**src/rtl/bli_pkg.sv**
```systemverilog
`timescale 1ns / 1ps

package bli_pkg;

	// Width of the dwell register.
	localparam int unsigned DWELL_WIDTH = 16;

	// Dwell time after reset, in milliseconds.
	localparam logic [DWELL_WIDTH-1:0] DWELL_RESET = 16'd2000;

	// Sensor levels of one poll.
	typedef struct packed {
		logic entrance_loop;
		logic exit_loop;
		logic ticket_level;
		logic money_level;
	} bli_levels_t;

	// Outputs of one poll.
	typedef struct packed {
		logic entrance_request;
		logic exit_request;
		logic hold_closed;
	} bli_result_t;

endpackage

```
**src/rtl/bli_if.sv**
```systemverilog
`timescale 1ns / 1ps

// Poll channel: one request carries the four sensor levels and a timestamp.
interface bli_in_if #(
	parameter int unsigned TIME_WIDTH = 32
) ();
	logic                  valid;
	logic                  ready;
	logic                  entrance_loop;
	logic                  exit_loop;
	logic                  ticket_level;
	logic                  money_level;
	logic [TIME_WIDTH-1:0] now_ms;

	modport source (output valid, entrance_loop, exit_loop, ticket_level, money_level,
		now_ms, input ready);
	modport sink (input valid, entrance_loop, exit_loop, ticket_level, money_level,
		now_ms, output ready);
endinterface

// Result channel: one request carries the outputs of one poll.
interface bli_out_if ();
	logic valid;
	logic ready;
	logic entrance_request;
	logic exit_request;
	logic hold_closed;

	modport source (output valid, entrance_request, exit_request, hold_closed,
		input ready);
	modport sink (input valid, entrance_request, exit_request, hold_closed,
		output ready);
endinterface

```
**src/rtl/bli_step.sv**
```systemverilog
`timescale 1ns / 1ps

// Sequence state of the interlock and the combinational update for one poll.
// The state advances only when step_en is high.
module bli_step import bli_pkg::*; #(
	parameter int unsigned TIME_WIDTH = 32
) (
	input  logic                   clk,
	input  logic                   arst_n,
	input  logic                   step_en,
	input  bli_levels_t            levels,
	input  logic [TIME_WIDTH-1:0]  now_ms,
	input  logic [DWELL_WIDTH-1:0] dwell_ms,
	output bli_result_t            result
);

	typedef struct packed {
		logic prev_entrance;
		logic prev_exit;
		logic prev_ticket;
		logic prev_money;
		logic entrance_seen;
		logic exit_seen;
		logic ticket_seen;
		logic money_seen;
		logic entrance_timing;
		logic entrance_blocked;
		logic left_exit_loop;
		logic exit_active;
		logic exit_hold;
	} bli_flags_t;

	bli_flags_t            flags_q, flags_d;
	logic [TIME_WIDTH-1:0] start_time_q, start_time_d;
	logic                  ent_req, ext_req;

	always_comb begin
		logic was_active;
		flags_d      = flags_q;
		start_time_d = start_time_q;
		ent_req      = 1'b0;
		ext_req      = 1'b0;
		was_active   = flags_q.exit_active;

		if (levels.entrance_loop && !flags_q.prev_entrance) flags_d.entrance_seen = 1'b1;
		if (levels.exit_loop && !flags_q.prev_exit) flags_d.exit_seen = 1'b1;
		if (levels.ticket_level && !flags_q.prev_ticket) flags_d.ticket_seen = 1'b1;
		if (levels.money_level && !flags_q.prev_money) flags_d.money_seen = 1'b1;

		if (flags_d.entrance_blocked && !levels.exit_loop) begin
			flags_d.entrance_blocked = 1'b0;
			flags_d.left_exit_loop   = 1'b1;
		end

		if (flags_d.entrance_seen) begin
			if (levels.exit_loop) begin
				flags_d.entrance_blocked = 1'b1;
			end else begin
				flags_d.entrance_seen   = 1'b0;
				flags_d.left_exit_loop  = 1'b0;
				flags_d.entrance_timing = 1'b1;
				start_time_d            = now_ms;
			end
		end

		// A dwell started in this same poll sees an elapsed time of zero.
		// The elapsed time wraps with the timestamp width.
		if (flags_d.entrance_timing) begin
			if (!levels.entrance_loop) begin
				flags_d.entrance_timing = 1'b0;
			end else if ((now_ms - start_time_d) >
				TIME_WIDTH'(dwell_ms)) begin
				flags_d.entrance_timing = 1'b0;
				ent_req                 = 1'b1;
			end
		end

		if (flags_d.exit_hold && was_active && !levels.entrance_loop) begin
			flags_d.exit_hold = 1'b0;
			ext_req           = 1'b1;
		end

		if (was_active) begin
			if (!levels.exit_loop) flags_d.exit_active = 1'b0;
			if (flags_d.ticket_seen || flags_d.money_seen) begin
				flags_d.ticket_seen = 1'b0;
				flags_d.money_seen  = 1'b0;
				flags_d.exit_hold   = 1'b1;
			end
		end

		if (flags_d.exit_seen) begin
			flags_d.exit_active = 1'b1;
			flags_d.exit_seen   = 1'b0;
		end

		flags_d.prev_entrance = levels.entrance_loop;
		flags_d.prev_exit     = levels.exit_loop;
		flags_d.prev_ticket   = levels.ticket_level;
		flags_d.prev_money    = levels.money_level;
	end

	assign result.entrance_request = ent_req;
	assign result.exit_request     = ext_req;
	assign result.hold_closed      = levels.entrance_loop && levels.exit_loop;

	always_ff @(posedge clk or negedge arst_n) begin
		if (!arst_n) begin
			flags_q      <= '0;
			start_time_q <= '0;
		end else if (step_en) begin
			flags_q      <= flags_d;
			start_time_q <= start_time_d;
		end
	end

endmodule

```
**src/rtl/barrier_loop_interlock.sv**
```systemverilog
`timescale 1ns / 1ps

// Parking barrier interlock.
// Each request on the sensor channel is one poll of the entrance loop, the exit
// loop, the ticket reader and the payment input, together with a millisecond
// timestamp. For every poll exactly one request leaves on the result channel,
// in order, carrying the entrance request pulse, the exit request pulse and
// the hold-closed level.
// The poll is captured in an input register, the sequence logic works on it
// combinationally and the outcome lands in the result register, from which it
// leaves on the result channel. A new poll can be taken every cycle while the
// receiver keeps taking results.
// When the receiver stalls, the result register holds its request and the
// input register can still take one more poll, after which the sensor channel
// stops taking polls until the result is taken.
// Reset clears all sequence flags, the dwell start time and both pipeline
// stages, and sets the dwell time to 2000 ms. The dwell register may be
// written through cfg_we and cfg_wdata while no poll is in flight.
module barrier_loop_interlock import bli_pkg::*; #(
	parameter int unsigned TIME_WIDTH = 32
) (
	input  logic                   clk,
	input  logic                   arst_n,
	input  logic                   cfg_we,
	input  logic [DWELL_WIDTH-1:0] cfg_wdata,
	bli_in_if.sink                 sensor,
	bli_out_if.source              result
);

	logic [DWELL_WIDTH-1:0] dwell_q;

	logic                  valid_s1;
	bli_levels_t           levels_s1;
	logic [TIME_WIDTH-1:0] now_s1;

	logic                  valid_s2;
	bli_result_t           res_s2;

	bli_result_t           step_res;
	logic                  advance;

	// The poll in the input register moves on when the result register is free
	// or is being emptied in this cycle.
	assign advance      = valid_s1 && (!valid_s2 || result.ready);
	assign sensor.ready = !valid_s1 || advance;

	always_ff @(posedge clk or negedge arst_n) begin
		if (!arst_n) begin
			dwell_q <= DWELL_RESET;
		end else if (cfg_we) begin
			dwell_q <= cfg_wdata;
		end
	end

	// Input register.
	always_ff @(posedge clk or negedge arst_n) begin
		if (!arst_n) begin
			valid_s1 <= 1'b0;
		end else if (sensor.ready) begin
			valid_s1 <= sensor.valid;
		end
	end

	always_ff @(posedge clk) begin
		if (sensor.valid && sensor.ready) begin
			levels_s1.entrance_loop <= sensor.entrance_loop;
			levels_s1.exit_loop     <= sensor.exit_loop;
			levels_s1.ticket_level  <= sensor.ticket_level;
			levels_s1.money_level   <= sensor.money_level;
			now_s1                  <= sensor.now_ms;
		end
	end

	// The sequence state updates exactly once per poll, as it moves on.
	bli_step #(
		.TIME_WIDTH(TIME_WIDTH)
	) u_step (
		.clk      (clk),
		.arst_n   (arst_n),
		.step_en  (advance),
		.levels   (levels_s1),
		.now_ms   (now_s1),
		.dwell_ms (dwell_q),
		.result   (step_res)
	);

	// Result register.
	always_ff @(posedge clk or negedge arst_n) begin
		if (!arst_n) begin
			valid_s2 <= 1'b0;
		end else if (!valid_s2 || result.ready) begin
			valid_s2 <= valid_s1;
		end
	end

	always_ff @(posedge clk) begin
		if (advance) begin
			res_s2 <= step_res;
		end
	end

	assign result.valid            = valid_s2;
	assign result.entrance_request = res_s2.entrance_request;
	assign result.exit_request     = res_s2.exit_request;
	assign result.hold_closed      = res_s2.hold_closed;

endmodule

```
**src/flat_wrapper.sv**
```systemverilog
// flat-port wrapper written by rule: the top's interface ports become plain ports
module barrier_loop_interlock_flat import bli_pkg::*;
#(
	parameter int unsigned TIME_WIDTH = 32
)
  (clk, arst_n, cfg_we, cfg_wdata, sensor_valid, sensor_entrance_loop, sensor_exit_loop, sensor_ticket_level, sensor_money_level, sensor_now_ms, sensor_ready, result_valid, result_entrance_request, result_exit_request, result_hold_closed, result_ready);
  bli_in_if #(.TIME_WIDTH(TIME_WIDTH)) sensor_i ();
  bli_out_if result_i ();
  input  logic clk;
  input  logic arst_n;
  input  logic cfg_we;
  input  logic [DWELL_WIDTH-1:0] cfg_wdata;
  input wire logic [$bits(sensor_i.valid)-1:0] sensor_valid;
  input wire logic [$bits(sensor_i.entrance_loop)-1:0] sensor_entrance_loop;
  input wire logic [$bits(sensor_i.exit_loop)-1:0] sensor_exit_loop;
  input wire logic [$bits(sensor_i.ticket_level)-1:0] sensor_ticket_level;
  input wire logic [$bits(sensor_i.money_level)-1:0] sensor_money_level;
  input wire logic [$bits(sensor_i.now_ms)-1:0] sensor_now_ms;
  output wire logic [$bits(sensor_i.ready)-1:0] sensor_ready;
  output wire logic [$bits(result_i.valid)-1:0] result_valid;
  output wire logic [$bits(result_i.entrance_request)-1:0] result_entrance_request;
  output wire logic [$bits(result_i.exit_request)-1:0] result_exit_request;
  output wire logic [$bits(result_i.hold_closed)-1:0] result_hold_closed;
  input wire logic [$bits(result_i.ready)-1:0] result_ready;
  assign sensor_i.valid = sensor_valid;
  assign sensor_i.entrance_loop = sensor_entrance_loop;
  assign sensor_i.exit_loop = sensor_exit_loop;
  assign sensor_i.ticket_level = sensor_ticket_level;
  assign sensor_i.money_level = sensor_money_level;
  assign sensor_i.now_ms = sensor_now_ms;
  assign sensor_ready = sensor_i.ready;
  assign result_valid = result_i.valid;
  assign result_entrance_request = result_i.entrance_request;
  assign result_exit_request = result_i.exit_request;
  assign result_hold_closed = result_i.hold_closed;
  assign result_i.ready = result_ready;
  barrier_loop_interlock #(.TIME_WIDTH(TIME_WIDTH)) u_core (.clk(clk), .arst_n(arst_n), .cfg_we(cfg_we), .cfg_wdata(cfg_wdata), .sensor(sensor_i), .result(result_i));
endmodule
```
**config.mk**
```make
export PLATFORM = sky130hd
export DESIGN_NAME = barrier_loop_interlock_flat
export DESIGN_NICKNAME = d
export VERILOG_FILES = /design/src/rtl/bli_pkg.sv /design/src/rtl/bli_if.sv /design/src/rtl/bli_step.sv /design/src/rtl/barrier_loop_interlock.sv /design/src/flat_wrapper.sv
export SDC_FILE = /design/constraint.sdc
export NUM_CORES = 1
export LEC_CHECK = 0
export BUFFER_PORTS_ARGS = -buffer_cell sky130_fd_sc_hd__buf_2
export CORE_AREA = 2 2 124 126
export CTS_CLUSTER_SIZE = 25
export DETAILED_ROUTE_END_ITERATION = 6
export DIE_AREA = 0 0 126 128
export PLACE_DENSITY = 0.65
export SYNTH_ARGS = -nofsm -noshare
export SYNTH_HDL_FRONTEND = slang
export SYNTH_HIERARCHICAL = 1
export SYNTH_SLANG_ARGS = --single-unit
export TNS_END_PERCENT = 50
```
**constraint.sdc**
```tcl
create_clock -name clk -period 6.05 [get_ports clk]
set_input_delay 0.3025 -clock clk [delete_from_list [all_inputs] [get_ports clk]]
set_output_delay 0.3025 -clock clk [all_outputs]
set_load 0.02 [all_outputs]
```
==> metrics.json, run 1 <==
{
  "clock_network": {
    "cts.root.buffer_cell": "sky130_fd_sc_hd__clkbuf_16",
    "number_of_buffers_added_by_the_clock_tree_synthesis_step": 9,
    "cts_tree": "built",
    "max_root_sink_buffers": 2,
    "postCtsHoldBufs": 0,
    "clock_sink_count": 99,
    "clk_pin_slew_worst_paths_ns": 0.07,
    "clock_tree.htree_level_count": 3,
    "clk-insertion-delay-late_ns": 0.35
  },
  "flow_run": {
    "max_capacitance_violation_count": 0
  },
  "floorplan": {
    "floorplan.initialDensity_pct": 44.3,
    "core_um2": 14900,
    "floorplan_die_area_um2": 16100,
    "rows": 45,
    "ios": 62,
    "die_h_um": 128,
    "die_w_um": 126
  },
  "global_route": {
    "total_grt_usage_pct": 20.2,
    "grt_pass1_vias": 5036,
    "initial_antenna_violation_count": 0,
    "grt.overflow.total": 0,
    "grt_max_degree": 61,
    "grt_pass1_wl_um": 26000
  },
  "timing": {
    "slew_headroom_pct": 36.3,
    "unrepaired_setup_endpoints_after_global_routing": "false",
    "setup_viol": 0,
    "hold_viol_final": 0,
    "post-route-period-util_pct": 94.0,
    "fmax_ghz": 0.176,
    "fin_hold_ws_ns": 0.0881,
    "setup_ws_ns": 0.361,
    "worst_clock_skew_ns": 0.00526,
    "tightestPinTransition_ns": 0.956,
    "min_period_ns": 5.69,
    "report.final.slew_viol_count": 0
  },
  "worst_setup_path": {
    "cp.required_ns": 6.14,
    "crit_path_max_fanout": 4,
    "cp-start-kind": "flip-flop",
    "worstSetupPathType": "reg2reg",
    "worst_setup_path_end_kind": "flip-flop",
    "critPathArrivalTime_ns": 5.78
  },
  "layout": {
    "area_of_the_multi_input_gates_um2": 3650,
    "layout.nets": 808,
    "seq_area_um2": 2680,
    "syn_to_final_growth_pct": 12.1,
    "most-common-layout-cells": "sky130_fd_sc_hd__buf_2 (61), sky130_fd_sc_hd__dfrtp_1 (54), sky130_fd_sc_hd__nand2_1 (48)",
    "filler_cell_count": 1412,
    "stdcell_area_um2": 7370,
    "layout-drive-gt1-share_pct": 21.3,
    "most_common_library_cell_in_the_layout_ignoring_fill_and_taps": "sky130_fd_sc_hd__buf_2",
    "num_antenna_cells": 0
  },
  "logic_synthesis": {
    "syn-instance-count": 664,
    "mappedNetlistArea_um2": 6580,
    "synth-seq-cells": 99,
    "synth-seq-area-share_pct": 40.7,
    "synth_ff_type": "sky130_fd_sc_hd__dfrtp_1",
    "synth-edff-count": 39,
    "synth_area_per_cell_um2": 9.91,
    "synth-warning-count": 6,
    "post_synth_net_total": 758,
    "netlist-cell-type-count": 66,
    "asyncSetResetFlopFracSynth_pct": 60.6
  },
  "power": {
    "power.leakage_nw": 3.14,
    "fin_total_pwr_mw": 3.23,
    "power.ir.vdd_worst_v": 0.000187,
    "power_density_nw_per_um2": 438
  },
  "detailed_routing": {
    "detail_route.wirelength.met1_um": 7830,
    "remaining_routing_drc_violations": 0,
    "avgRoutedWirePerCell_um": 17.6,
    "first_iter_violations": 278,
    "drt_pass1_iterations": 5,
    "route.vias.total": 5165,
    "detailroute.wirelength.met3_um": 534,
    "amount_of_wire_on_met2_after_detailed_routing_um": 7250,
    "vias_per_cell": 5.69,
    "routed_wl_um": 15900,
    "postRouteAntennaNets": 0,
    "top_signal_layer_used": "met4"
  },
  "place": {
    "preCtsSetupSlack_ns": -0.0307,
    "hpwlAfterDp_um": 12100,
    "place_congestion": 0.914,
    "io_buffers": 61,
    "placedInstanceArea_um2": 7040
  },
  "min_path": {
    "hold_path_class": "in2async"
  },
  "outcome": {
    "run_status": "completed"
  }
}
## cells in the mapped netlist, drive strengths merged (3+ instances only)
cell	n	area [um^2]
o31ai	4	30.0
nand3	12	60.1
o21ai	47	235
nor2	36	135
nand4	10	62.6
nor4	6	50.0
or2	3	18.8
nand2b	17	106
nand2	48	180
ha	37	463
o21bai	4	30.0
a31oi	7	43.8
nor2b	18	113
o211ai	5	42.5
a41o	4	40.0
edfxtp	39	1170
a21o	13	97.6
nor3	12	60.1
xnor2	16	140
maj3	11	114
a221o	4	40.0
buf	6	53.8
xor2	12	105
inv	37	139
a2111oi	3	26.3
a211oi	9	67.6
or3	4	25.0
a21oi	46	234
clkbuf	26	97.6
a22oi	3	22.5
and2	7	43.8
mux2i	20	200
dfstp	6	158
o21a	9	67.6
dfrtp	54	1350
mux2	42	510
## per-stage QoR
stage | util, % | setup TNS, ns | std cells
floorplan | - | 0 | 664
global placement | 47.3 | 0 | 888
detailed placement | 47.3 | -0.0307 | 888
CTS | 49.3 | 0 | 904
global route | 49.6 | 0 | 907
finish | 49.6 | 0 | 907
## report_power, final
part | switching, mW | internal (mW) | total, mW
sequential | 0.114 | 0.845 | 0.960
combinational | 0.986 | 0.725 | 1.71
clock | 0.259 | 0.297 | 0.556
## layer usage
metal,global-route usage (%),vias up
met5,0,-
met4,7.37,0
met3,2.13,17
met2,31.9,101
met1,28.9,2515
li1,-,2532
## worst max-delay path, cell delays in order (launching register included)
cell and delay [ns]:
sky130_fd_sc_hd__dfrtp_1 0.41, sky130_fd_sc_hd__nand2b_4 0.18, sky130_fd_sc_hd__a21o_1 0.23, sky130_fd_sc_hd__nand2_1 0.08
sky130_fd_sc_hd__o21ai_0 0.09, sky130_fd_sc_hd__ha_1 0.21, sky130_fd_sc_hd__inv_1 0.09, sky130_fd_sc_hd__ha_2 0.21
sky130_fd_sc_hd__inv_1 0.08, sky130_fd_sc_hd__a211oi_2 0.17, sky130_fd_sc_hd__a31oi_1 0.08, sky130_fd_sc_hd__o21a_1 0.15
sky130_fd_sc_hd__and2_1 0.17, sky130_fd_sc_hd__maj3_1 0.39, sky130_fd_sc_hd__o21ai_2 0.14, sky130_fd_sc_hd__xnor2_1 0.13
sky130_fd_sc_hd__o21ai_0 0.12, sky130_fd_sc_hd__ha_1 0.35, sky130_fd_sc_hd__nand2_1 0.06, sky130_fd_sc_hd__or3_1 0.39
sky130_fd_sc_hd__nor3_2 0.16, sky130_fd_sc_hd__a311o_1 0.15, sky130_fd_sc_hd__o32ai_1 0.10, sky130_fd_sc_hd__a2111oi_2 0.34
sky130_fd_sc_hd__nand4_1 0.14, sky130_fd_sc_hd__or4_1 0.51, sky130_fd_sc_hd__nor4_2 0.19, sky130_fd_sc_hd__a21oi_1 0.11
## sequential cells by signal (all words and copies together) (netlist names)
register	cells
u_core/result.valid	1
u_core/valid_s1	1
u_core/now_s1	32
u_core/u_step/flags_q	10
u_core/dwell_q	16
u_core/result.exit_request	1
u_core/u_step/start_time_q	32
u_core/levels_s1	4
u_core/result.hold_closed	1
u_core/result.entrance_request	1
## final timing paths
kind	slack, ns	cells after the start	from	to
setup / recovery	0.36	27	u_core/u_step/flags_q[12]	u_core/result.entrance_request
hold / removal	0.09	2	arst_n	u_core/u_step/start_time_q[10]
setup reg to reg	0.36	27	u_core/u_step/flags_q[12]	u_core/result.entrance_request
hold reg to reg	0.49	1	u_core/valid_s1	u_core/result.valid
max in group asynchronous	5.40	2	arst_n	u_core/u_step/start_time_q[18]
min in group clk	0.12	1	sensor_now_ms[24]	u_core/now_s1[24]
## final cells by class
cell class | instances | area share [%]
clock buffers | 11 | 3.29
clock inverters | 5 | 0.611
inverters | 37 | 1.88
multi-input cells | 496 | 49.5
flip-flops and latches | 99 | 36.3
well taps | 188 | 3.19
repair buffers | 71 | 5.16
## kinds of logic (layout without fill, tap and decap cells)
kind of cell | after synthesis | in the layout | synth area share (%)
AND/OR/NAND/NOR | 180 | 180 | 13.8
multiplexers | 62 | 62 | 10.8
XOR/XNOR | 28 | 28 | 3.73
buffers and inverters | 69 | 124 | 4.41
AO/OA/AOI/OAI | 178 | 178 | 17.8
adder cells (fa/ha/maj) | 48 | 48 | 8.77
flip-flops | 99 | 99 | 40.7
## timing repair
action | CTS | global route
resized for setup | 1 | 6
pin swaps | 0 | 4
buffers inserted | 0 | 3
endpoints found under the hold margin | 0 | 0
endpoints found under the setup margin | 1 | 2
Note: power is estimated with default switching activity, not from simulation.
==> run 2, diff against run 1 <==
--- a/config.mk
+++ b/config.mk
@@ -6,11 +6,13 @@
 export NUM_CORES = 1
 export LEC_CHECK = 0
 export BUFFER_PORTS_ARGS = -buffer_cell sky130_fd_sc_hd__buf_2
-export CORE_AREA = 2 2 124 126
+export CELL_PAD_IN_SITES_DETAIL_PLACEMENT = 2
+export CELL_PAD_IN_SITES_GLOBAL_PLACEMENT = 2
+export CORE_AREA = 2 2 141 143
 export CTS_CLUSTER_SIZE = 25
 export DETAILED_ROUTE_END_ITERATION = 6
-export DIE_AREA = 0 0 126 128
-export PLACE_DENSITY = 0.65
+export DIE_AREA = 0 0 143 145
+export PLACE_DENSITY_LB_ADDON = 0.1
 export SYNTH_ARGS = -nofsm -noshare
 export SYNTH_HDL_FRONTEND = slang
 export SYNTH_HIERARCHICAL = 1
==> metrics.json, run 2 (synthesized netlist as in run 1, its figures left out) <==
{
  "floorplan": {
    "ios": {"value": 62, "change": "unchanged"},
    "core": {"value": 19200, "unit": "um^2", "change": "+29%"},
    "die_h": {"value": 145, "unit": "um", "change": "+13%"},
    "rows": {"value": 51, "change": "+13%"},
    "die_w": {"value": 143, "unit": "um", "change": "+13%"},
    "floorplan.initialDensity": {"value": 34.3, "unit": "%", "change": "-10 points"},
    "floorplan_die_area": {"value": 20700, "unit": "um^2", "change": "+29%"}
  },
  "clock_network": {
    "number_of_buffers_added_by_the_clock_tree_synthesis_step": {"value": 9, "change": "unchanged"},
    "max_root_sink_buffers": {"value": 2, "change": "unchanged"},
    "clock_tree.htree_level_count": {"value": 3, "change": "unchanged"},
    "cts_tree": "built",
    "clock_sink_count": {"value": 99, "change": "unchanged"},
    "postCtsHoldBufs": {"value": 0, "change": "unchanged"},
    "clk_pin_slew_worst_paths": {"value": 0.08, "unit": "ns", "change": "about the same"},
    "clk-insertion-delay-late": {"value": 0.35, "unit": "ns", "change": "about the same"},
    "cts.root.buffer_cell": "sky130_fd_sc_hd__clkbuf_16"
  },
  "detailed_routing": {
    "routed_wl": {"value": 19600, "unit": "um", "change": "+23%"},
    "vias_per_cell": {"value": 5.37, "change": "-5.7%"},
    "first_iter_violations": {"value": 240, "change": "-14%"},
    "postRouteAntennaNets": {"value": 0, "change": "unchanged"},
    "avgRoutedWirePerCell": {"value": 19.9, "unit": "um", "change": "+13%"},
    "drt_pass1_iterations": {"value": 4, "change": "-1"},
    "remaining_routing_drc_violations": {"value": 0, "change": "unchanged"},
    "route.vias.total": {"value": 5280, "change": "+2.2%"}
  },
  "timing": {
    "tns": {"value": 0, "unit": "ns", "change": "unchanged"},
    "fmax": {"value": 0.177, "unit": "GHz", "change": "+0.80%"},
    "post-route-period-util": {"value": 93.3, "unit": "%", "change": "-0.74 points"},
    "hold_viol_final": {"value": 0, "change": "unchanged"},
    "setup_ws": {"value": 0.406, "unit": "ns", "change": "+0.0449 ns"},
    "report.final.slew_viol_count": {"value": 0, "change": "unchanged"},
    "tightestPinTransition": {"value": 0.977, "unit": "ns", "change": "+0.0212 ns"},
    "min_period": {"value": 5.64, "unit": "ns", "change": "-0.0449 ns"},
    "worst_clock_skew": {"value": 0.00734, "unit": "ns", "change": "+0.00207 ns"},
    "slew_headroom": {"value": 34.9, "unit": "%", "change": "-1.4 points"},
    "setup_viol": {"value": 0, "change": "unchanged"}
  },
  "place": {
    "preCtsSetupSlack": {"value": -0.0547, "unit": "ns", "change": "-0.0240 ns"},
    "place_congestion": {"value": 0.865, "change": "-5.3%"},
    "place.detailed.instances": {"value": 965, "change": "+8.7%"},
    "io_buffers": {"value": 61, "change": "unchanged"},
    "hpwlAfterDp": {"value": 14800, "unit": "um", "change": "+23%"}
  },
  "outcome": {
    "run_status": "completed"
  },
  "layout": {
    "layout.nets": {"value": 807, "change": "-0.12%"},
    "syn_to_final_growth_pct": 13.9,
    "post-route-util": {"value": 39.0, "unit": "%", "change": "-11 points"},
    "num_antenna_cells": {"value": 0, "change": "unchanged"},
    "final-instance-count-excl-fill": {"value": 983, "change": "+8.4%"},
    "layout-drive-gt1-share": {"value": 21.6, "unit": "%", "change": "+0.31 points"},
    "largestRegisters": "u_core/now_s1 x32, u_core/u_step/start_time_q x32, u_core/dwell_q x16",
    "most_common_library_cell_in_the_layout_ignoring_fill_and_taps": "sky130_fd_sc_hd__buf_2",
    "most-common-layout-cells": "sky130_fd_sc_hd__buf_2 (61), sky130_fd_sc_hd__dfrtp_1 (54), sky130_fd_sc_hd__nand2_1 (48)"
  },
  "worst_setup_path": {
    "cp.required": {"value": 6.15, "unit": "ns", "change": "about the same"},
    "worstSetupPathType": "reg2reg",
    "critPathArrivalTime": {"value": 5.74, "unit": "ns", "change": "-0.04 ns"},
    "worst_setup_path_end_kind": "flip-flop",
    "cp-start-kind": "flip-flop",
    "crit_path_max_fanout": {"value": 4, "change": "unchanged"}
  },
  "power": {
    "proportion_of_power_drawn_by_the_clock_network": {"value": 17.0, "unit": "%", "change": "-0.2 points"},
    "power.leakage": {"value": 3.15, "unit": "nW", "change": "+0.48%"},
    "power.combinational.fraction": {"value": 53.9, "unit": "%", "change": "+0.9 points"},
    "power.ir.vdd_worst": {"value": 0.000176, "unit": "V", "change": "-5.7%"},
    "power_frac_seq": {"value": 29.1, "unit": "%", "change": "-0.6 points"},
    "p_sw": {"value": 1.46, "unit": "mW", "change": "+7.3%"},
    "fraction_of_power_spent_switching_nets": {"value": 43.9, "unit": "%", "change": "+1.8 points"},
    "power_density": {"value": 443, "unit": "nW/um^2", "change": "+1.2%"},
    "internal-power": {"value": 1.86, "unit": "mW", "change": "-0.37%"}
  },
  "global_route": {
    "global_route.usage.met1": {"value": 28.0, "unit": "%", "change": "-0.85 points"},
    "initial_antenna_violation_count": {"value": 1, "change": "+1"},
    "globalRouteMet2Util": {"value": 31.4, "unit": "%", "change": "-0.55 points"},
    "grt.overflow.total": {"value": 0, "change": "unchanged"},
    "grt_pass1_vias": {"value": 5691, "change": "+13%"},
    "grtUsageMet3": {"value": 2.77, "unit": "%", "change": "+0.64 points"},
    "grt_pass1_wl": {"value": 31700, "unit": "um", "change": "+22%"},
    "grt_busiest_layer": "met2",
    "total_grt_usage": {"value": 19.5, "unit": "%", "change": "-0.67 points"},
    "grt_max_degree": {"value": 61, "change": "unchanged"}
  },
  "min_path": {
    "hold_path_class": "in2reg"
  },
  "flow_run": {
    "max_capacitance_violation_count": {"value": 0, "change": "unchanged"}
  }
}
run 2: timing repair:
action | 4_1_cts | 5_1_grt
setup endpoints to repair | 1 | 2
gates resized for setup | 1 | 10
buffers inserted | 0 | 2
pin swaps | 0 | 3
run 2: layer usage:
metal  share of wire [%]  up-vias
li1                    -     2521
met5                   0        -
met4                 1.1        0
met2                  47       77
met3                 2.9       14
met1                  49     2668
run 2: path summary, 6_finish.rpt:
kind                       cells after the start                       from                        endpoint  slack [ns]
max                                           27  u_core/u_step/flags_q[12]  u_core/result.entrance_request        0.41
min                                            1          sensor_now_ms[23]               u_core/now_s1[23]        0.12
max reg2reg                                   27  u_core/u_step/flags_q[12]  u_core/result.entrance_request        0.41
min reg2reg                                    1        u_core/levels_s1[1]       u_core/u_step/flags_q[10]        0.51
max in group asynchronous                      2                     arst_n  u_core/u_step/start_time_q[19]        5.36
min in group asynchronous                      2                     arst_n   u_core/u_step/start_time_q[1]        0.14
run 2: worst max-delay path, stage by stage, from the launching register on:
cell and delay [ns]:
sky130_fd_sc_hd__dfrtp_1 0.40, sky130_fd_sc_hd__nand2b_4 0.18, sky130_fd_sc_hd__a21o_1 0.23, sky130_fd_sc_hd__nand2_1 0.07, sky130_fd_sc_hd__o21ai_0 0.08, sky130_fd_sc_hd__ha_1 0.20
sky130_fd_sc_hd__inv_1 0.08, sky130_fd_sc_hd__ha_2 0.21, sky130_fd_sc_hd__inv_1 0.10, sky130_fd_sc_hd__a211oi_2 0.17, sky130_fd_sc_hd__a31oi_1 0.09, sky130_fd_sc_hd__o21a_1 0.16
sky130_fd_sc_hd__and2_1 0.17, sky130_fd_sc_hd__maj3_1 0.39, sky130_fd_sc_hd__o21ai_2 0.15, sky130_fd_sc_hd__xnor2_1 0.13, sky130_fd_sc_hd__o21ai_0 0.11, sky130_fd_sc_hd__ha_1 0.33
sky130_fd_sc_hd__nand2_1 0.06, sky130_fd_sc_hd__or3_4 0.39, sky130_fd_sc_hd__nor3_4 0.13, sky130_fd_sc_hd__a311o_1 0.14, sky130_fd_sc_hd__o32ai_1 0.10, sky130_fd_sc_hd__a2111oi_2 0.35
sky130_fd_sc_hd__nand4_1 0.14, sky130_fd_sc_hd__or4_4 0.51, sky130_fd_sc_hd__nor4_4 0.24, sky130_fd_sc_hd__a21oi_1 0.09
run 2: per-stage QoR:
step                      total power [mW]  hold slack (ns)  area (um^2)
final                                 3.32            0.118         7490
after global routing                  3.61           0.0989         7490
after CTS                             3.32           0.0954         7430
after detailed placement              2.71            0.481         7140
after global placement                2.63            0.466         7140
after floorplan                       2.20          0.00691         6590
run 2: final cells by class:
| type | count | area, um^2 |
|---|---|---|
| inverters | 37 | 139 |
| multi-input cells | 496 | 3680 |
| clock buffers | 9 | 225 |
| fillers | 2098 | 11700 |
| well taps | 265 | 332 |
| flip-flops and latches | 99 | 2680 |
| repair buffers | 70 | 373 |
| clock inverters | 7 | 60.1 |
run 2: power by group through the flow:
| stage | registers, mW | logic, mW | clock network (mW) |
|---|---|---|---|
| 4_1_cts | 0.968 | 1.76 | 0.596 |
| 3_5_place_dp | 0.979 | 1.73 | 0 |
| 2_1_floorplan | 0.925 | 1.28 | 0 |
| 3_3_place_gp | 0.965 | 1.67 | 0 |
| 5_1_grt | 0.993 | 2.00 | 0.612 |
| 6_report | 0.966 | 1.79 | 0.563 |
==> run 3, diff against run 2 <==
--- a/config.mk
+++ b/config.mk
@@ -8,10 +8,12 @@
 export BUFFER_PORTS_ARGS = -buffer_cell sky130_fd_sc_hd__buf_2
 export CELL_PAD_IN_SITES_DETAIL_PLACEMENT = 2
 export CELL_PAD_IN_SITES_GLOBAL_PLACEMENT = 2
-export CORE_AREA = 2 2 141 143
+export CORE_AREA = 2 2 139 141
+export CTS_BUF_LIST = sky130_fd_sc_hd__clkbuf_4 sky130_fd_sc_hd__clkbuf_8
 export CTS_CLUSTER_SIZE = 25
 export DETAILED_ROUTE_END_ITERATION = 6
-export DIE_AREA = 0 0 143 145
+export DIE_AREA = 0 0 141 143
+export GPL_ROUTABILITY_DRIVEN = 0
 export PLACE_DENSITY_LB_ADDON = 0.1
 export SYNTH_ARGS = -nofsm -noshare
 export SYNTH_HDL_FRONTEND = slang
==> metrics.json, run 3 (synthesized netlist as in run 1, its figures left out) <==
{
  "detailed_routing": {
    "avgRoutedWirePerCell": {"value": 20.5, "unit": "um", "change": "+2.7%"},
    "postRouteAntennaNets": {"value": 0, "change": "unchanged"},
    "drt_pass1_iterations": {"value": 4, "change": "unchanged"},
    "route.vias.total": {"value": 5265, "change": "-0.28%"},
    "routed_wl": {"value": 19600, "unit": "um", "change": "about the same"},
    "remaining_routing_drc_violations": {"value": 0, "change": "unchanged"},
    "vias_per_cell": {"value": 5.50, "change": "+2.4%"},
    "first_iter_violations": {"value": 218, "change": "-9.2%"}
  },
  "worst_setup_path": {
    "worstSetupPathType": "reg2reg",
    "crit_path_top_delay_cell": "sky130_fd_sc_hd__or4_4",
    "crit_path_max_fanout": {"value": 4, "change": "unchanged"},
    "worst_setup_path_end_kind": "flip-flop",
    "cp-start-kind": "flip-flop",
    "crit_buf_inv": {"value": 2, "change": "unchanged"},
    "critPathArrivalTime": {"value": 5.89, "unit": "ns", "change": "+0.15 ns"},
    "cp.required": {"value": 6.21, "unit": "ns", "change": "+0.06 ns"},
    "critPathTopFamily": "simple AND/OR/NAND/NOR gates",
    "cp_peak_stage_delay": {"value": 0.51, "unit": "ns", "change": "about the same"}
  },
  "clock_network": {
    "cts_tree": "built",
    "number_of_buffers_added_by_the_clock_tree_synthesis_step": {"value": 9, "change": "unchanged"},
    "clock_sink_count": {"value": 99, "change": "unchanged"},
    "clk-insertion-delay-late": {"value": 0.41, "unit": "ns", "change": "+0.06 ns"},
    "cts.root.buffer_cell": "sky130_fd_sc_hd__clkbuf_8",
    "postCtsHoldBufs": {"value": 0, "change": "unchanged"},
    "max_root_sink_buffers": {"value": 2, "change": "unchanged"},
    "clk_pin_slew_worst_paths": {"value": 0.12, "unit": "ns", "change": "+0.04 ns"},
    "clock_tree.htree_level_count": {"value": 3, "change": "unchanged"}
  },
  "floorplan": {
    "floorplan.initialDensity": {"value": 35.4, "unit": "%", "change": "+1.2 points"},
    "ios": {"value": 62, "change": "unchanged"},
    "rows": {"value": 50, "change": "-2.0%"},
    "floorplan_die_area": {"value": 20200, "unit": "um^2", "change": "-2.8%"},
    "core": {"value": 18600, "unit": "um^2", "change": "-3.3%"},
    "die_h": {"value": 143, "unit": "um", "change": "-1.4%"},
    "die_w": {"value": 141, "unit": "um", "change": "-1.4%"}
  },
  "place": {
    "preCtsSetupSlack": {"value": -0.0956, "unit": "ns", "change": "-0.0408 ns"},
    "placedInstanceArea": {"value": 7100, "unit": "um^2", "change": "-0.54%"},
    "io_buffers": {"value": 61, "change": "unchanged"},
    "hpwlAfterDp": {"value": 14700, "unit": "um", "change": "-1.1%"}
  },
  "global_route": {
    "grt_max_degree": {"value": 61, "change": "unchanged"},
    "grt_pass1_wl": {"value": 31700, "unit": "um", "change": "-0.17%"},
    "grt_pass1_vias": {"value": 5721, "change": "+0.53%"},
    "total_grt_usage": {"value": 20.1, "unit": "%", "change": "+0.55 points"},
    "grt.overflow.total": {"value": 0, "change": "unchanged"},
    "initial_antenna_violation_count": {"value": 0, "change": "-1"}
  },
  "timing": {
    "setup_ws": {"value": 0.316, "unit": "ns", "change": "-0.0896 ns"},
    "worst_clock_skew": {"value": 0.0135, "unit": "ns", "change": "+0.00617 ns"},
    "tightestPinTransition": {"value": 1.03, "unit": "ns", "change": "+0.0552 ns"},
    "tns": {"value": 0, "unit": "ns", "change": "unchanged"},
    "fmax": {"value": 0.174, "unit": "GHz", "change": "-1.6%"},
    "min_period": {"value": 5.73, "unit": "ns", "change": "+0.0896 ns"},
    "setup_viol": {"value": 0, "change": "unchanged"},
    "slew_headroom": {"value": 31.2, "unit": "%", "change": "-3.7 points"},
    "post-route-period-util": {"value": 94.8, "unit": "%", "change": "+1.5 points"},
    "fin_hold_ws": {"value": 0.0566, "unit": "ns", "change": "-0.0611 ns"},
    "hold_viol_final": {"value": 0, "change": "unchanged"},
    "report.final.slew_viol_count": {"value": 0, "change": "unchanged"}
  },
  "layout": {
    "stdcell_area": {"value": 7420, "unit": "um^2", "change": "-0.95%"},
    "num_antenna_cells": {"value": 0, "change": "unchanged"},
    "syn_to_final_growth_pct": 12.8,
    "layout-drive-gt1-share": {"value": 22.4, "unit": "%", "change": "+0.82 points"},
    "most_common_library_cell_in_the_layout_ignoring_fill_and_taps": "sky130_fd_sc_hd__buf_2",
    "layout.nets": {"value": 812, "change": "+0.62%"},
    "most-common-layout-cells": "sky130_fd_sc_hd__buf_2 (61), sky130_fd_sc_hd__dfrtp_1 (54), sky130_fd_sc_hd__nand2_1 (48)",
    "seq_area": {"value": 2680, "unit": "um^2", "change": "unchanged"},
    "filler_cell_count": {"value": 2004, "change": "-4.5%"},
    "area_of_the_multi_input_gates": {"value": 3690, "unit": "um^2", "change": "+0.31%"},
    "largestRegisters": "u_core/now_s1 x32, u_core/u_step/start_time_q x32, u_core/dwell_q x16"
  },
  "flow_run": {
    "max_capacitance_violation_count": {"value": 0, "change": "unchanged"}
  },
  "power": {
    "power_density": {"value": 433, "unit": "nW/um^2", "change": "-2.3%"},
    "power.leakage": {"value": 3.13, "unit": "nW", "change": "-0.62%"},
    "fin_total_pwr": {"value": 3.21, "unit": "mW", "change": "-3.2%"},
    "power.ir.vdd_worst": {"value": 0.000139, "unit": "V", "change": "-21%"}
  },
  "outcome": {
    "run_status": "completed"
  },
  "min_path": {
    "hold_path_class": "in2reg"
  }
}
-- run 3: per-layer routing --
metal | up-vias | GRT usage (%) | share of wire, %
met3 | 12 | 3.72 | 2.8
met1 | 2651 | 27.9 | 49
li1 | 2537 | - | -
met4 | 0 | 3.16 | 0.75
met5 | - | 0 | 0
met2 | 65 | 33.4 | 47
-- run 3: layout make-up --
class | count | share of cell area, %
clock inverter | 7 | 0.911
multi-input combinational | 496 | 49.8
tap | 234 | 3.95
clock buffer | 9 | 1.67
inverter | 37 | 1.87
timing repair buffer | 75 | 5.70
sequential | 99 | 36.1
-- run 3: power breakdown --
group	switching, mW	internal [mW]
logic	1.06	0.741
clock network	0.282	0.162
registers	0.121	0.844
total	1.46	1.75
-- run 3: worst reg2reg max path: cells and delay by family (launching register included) --
| family | cells | cell delay, ns |
|---|---|---|
| AOI/OAI and AO/OA | 11 | 1.68 |
| xor gates and xnor gates | 1 | 0.13 |
| adders and majority gates | 4 | 1.11 |
| buffers and inverters | 2 | 0.16 |
| DFF | 1 | 0.42 |
| and+or+nand+nor | 9 | 1.99 |
-- run 3: what timing repair did --
item | in CTS | in global routing
endpoints found under the setup margin | 2 | 2
pin swaps | 0 | 4
endpoints found under the hold margin | 0 | 0
buffers inserted | 0 | 7
gates resized for setup | 2 | 12
-- run 3: worst paths after layout --
| kind | start | end | slack, ns | cells past startpoint |
|---|---|---|---|---|
| worst max-delay path | u_core/u_step/flags_q[12] | u_core/result.entrance_request | 0.32 | 27 |
| worst min-delay path | sensor_now_ms[21] | u_core/now_s1[21] | 0.06 | 1 |
| worst max register to register | u_core/u_step/flags_q[12] | u_core/result.entrance_request | 0.32 | 27 |
| worst min register to register | u_core/levels_s1[0] | u_core/u_step/flags_q[9] | 0.51 | 1 |
| max in group asynchronous | arst_n | u_core/u_step/start_time_q[25] | 5.43 | 2 |
| min in group asynchronous | arst_n | u_core/dwell_q[5] | 0.07 | 2 |
-- run 3: per-stage QoR --
| stage | util [%] | std cells |
|---|---|---|
| floorplan | - | 664 |
| global placement | 38.2 | 934 |
| detailed placement | 38.2 | 934 |
| CTS | 39.3 | 950 |
| global route | 39.9 | 957 |
| finish | 39.9 | 957 |
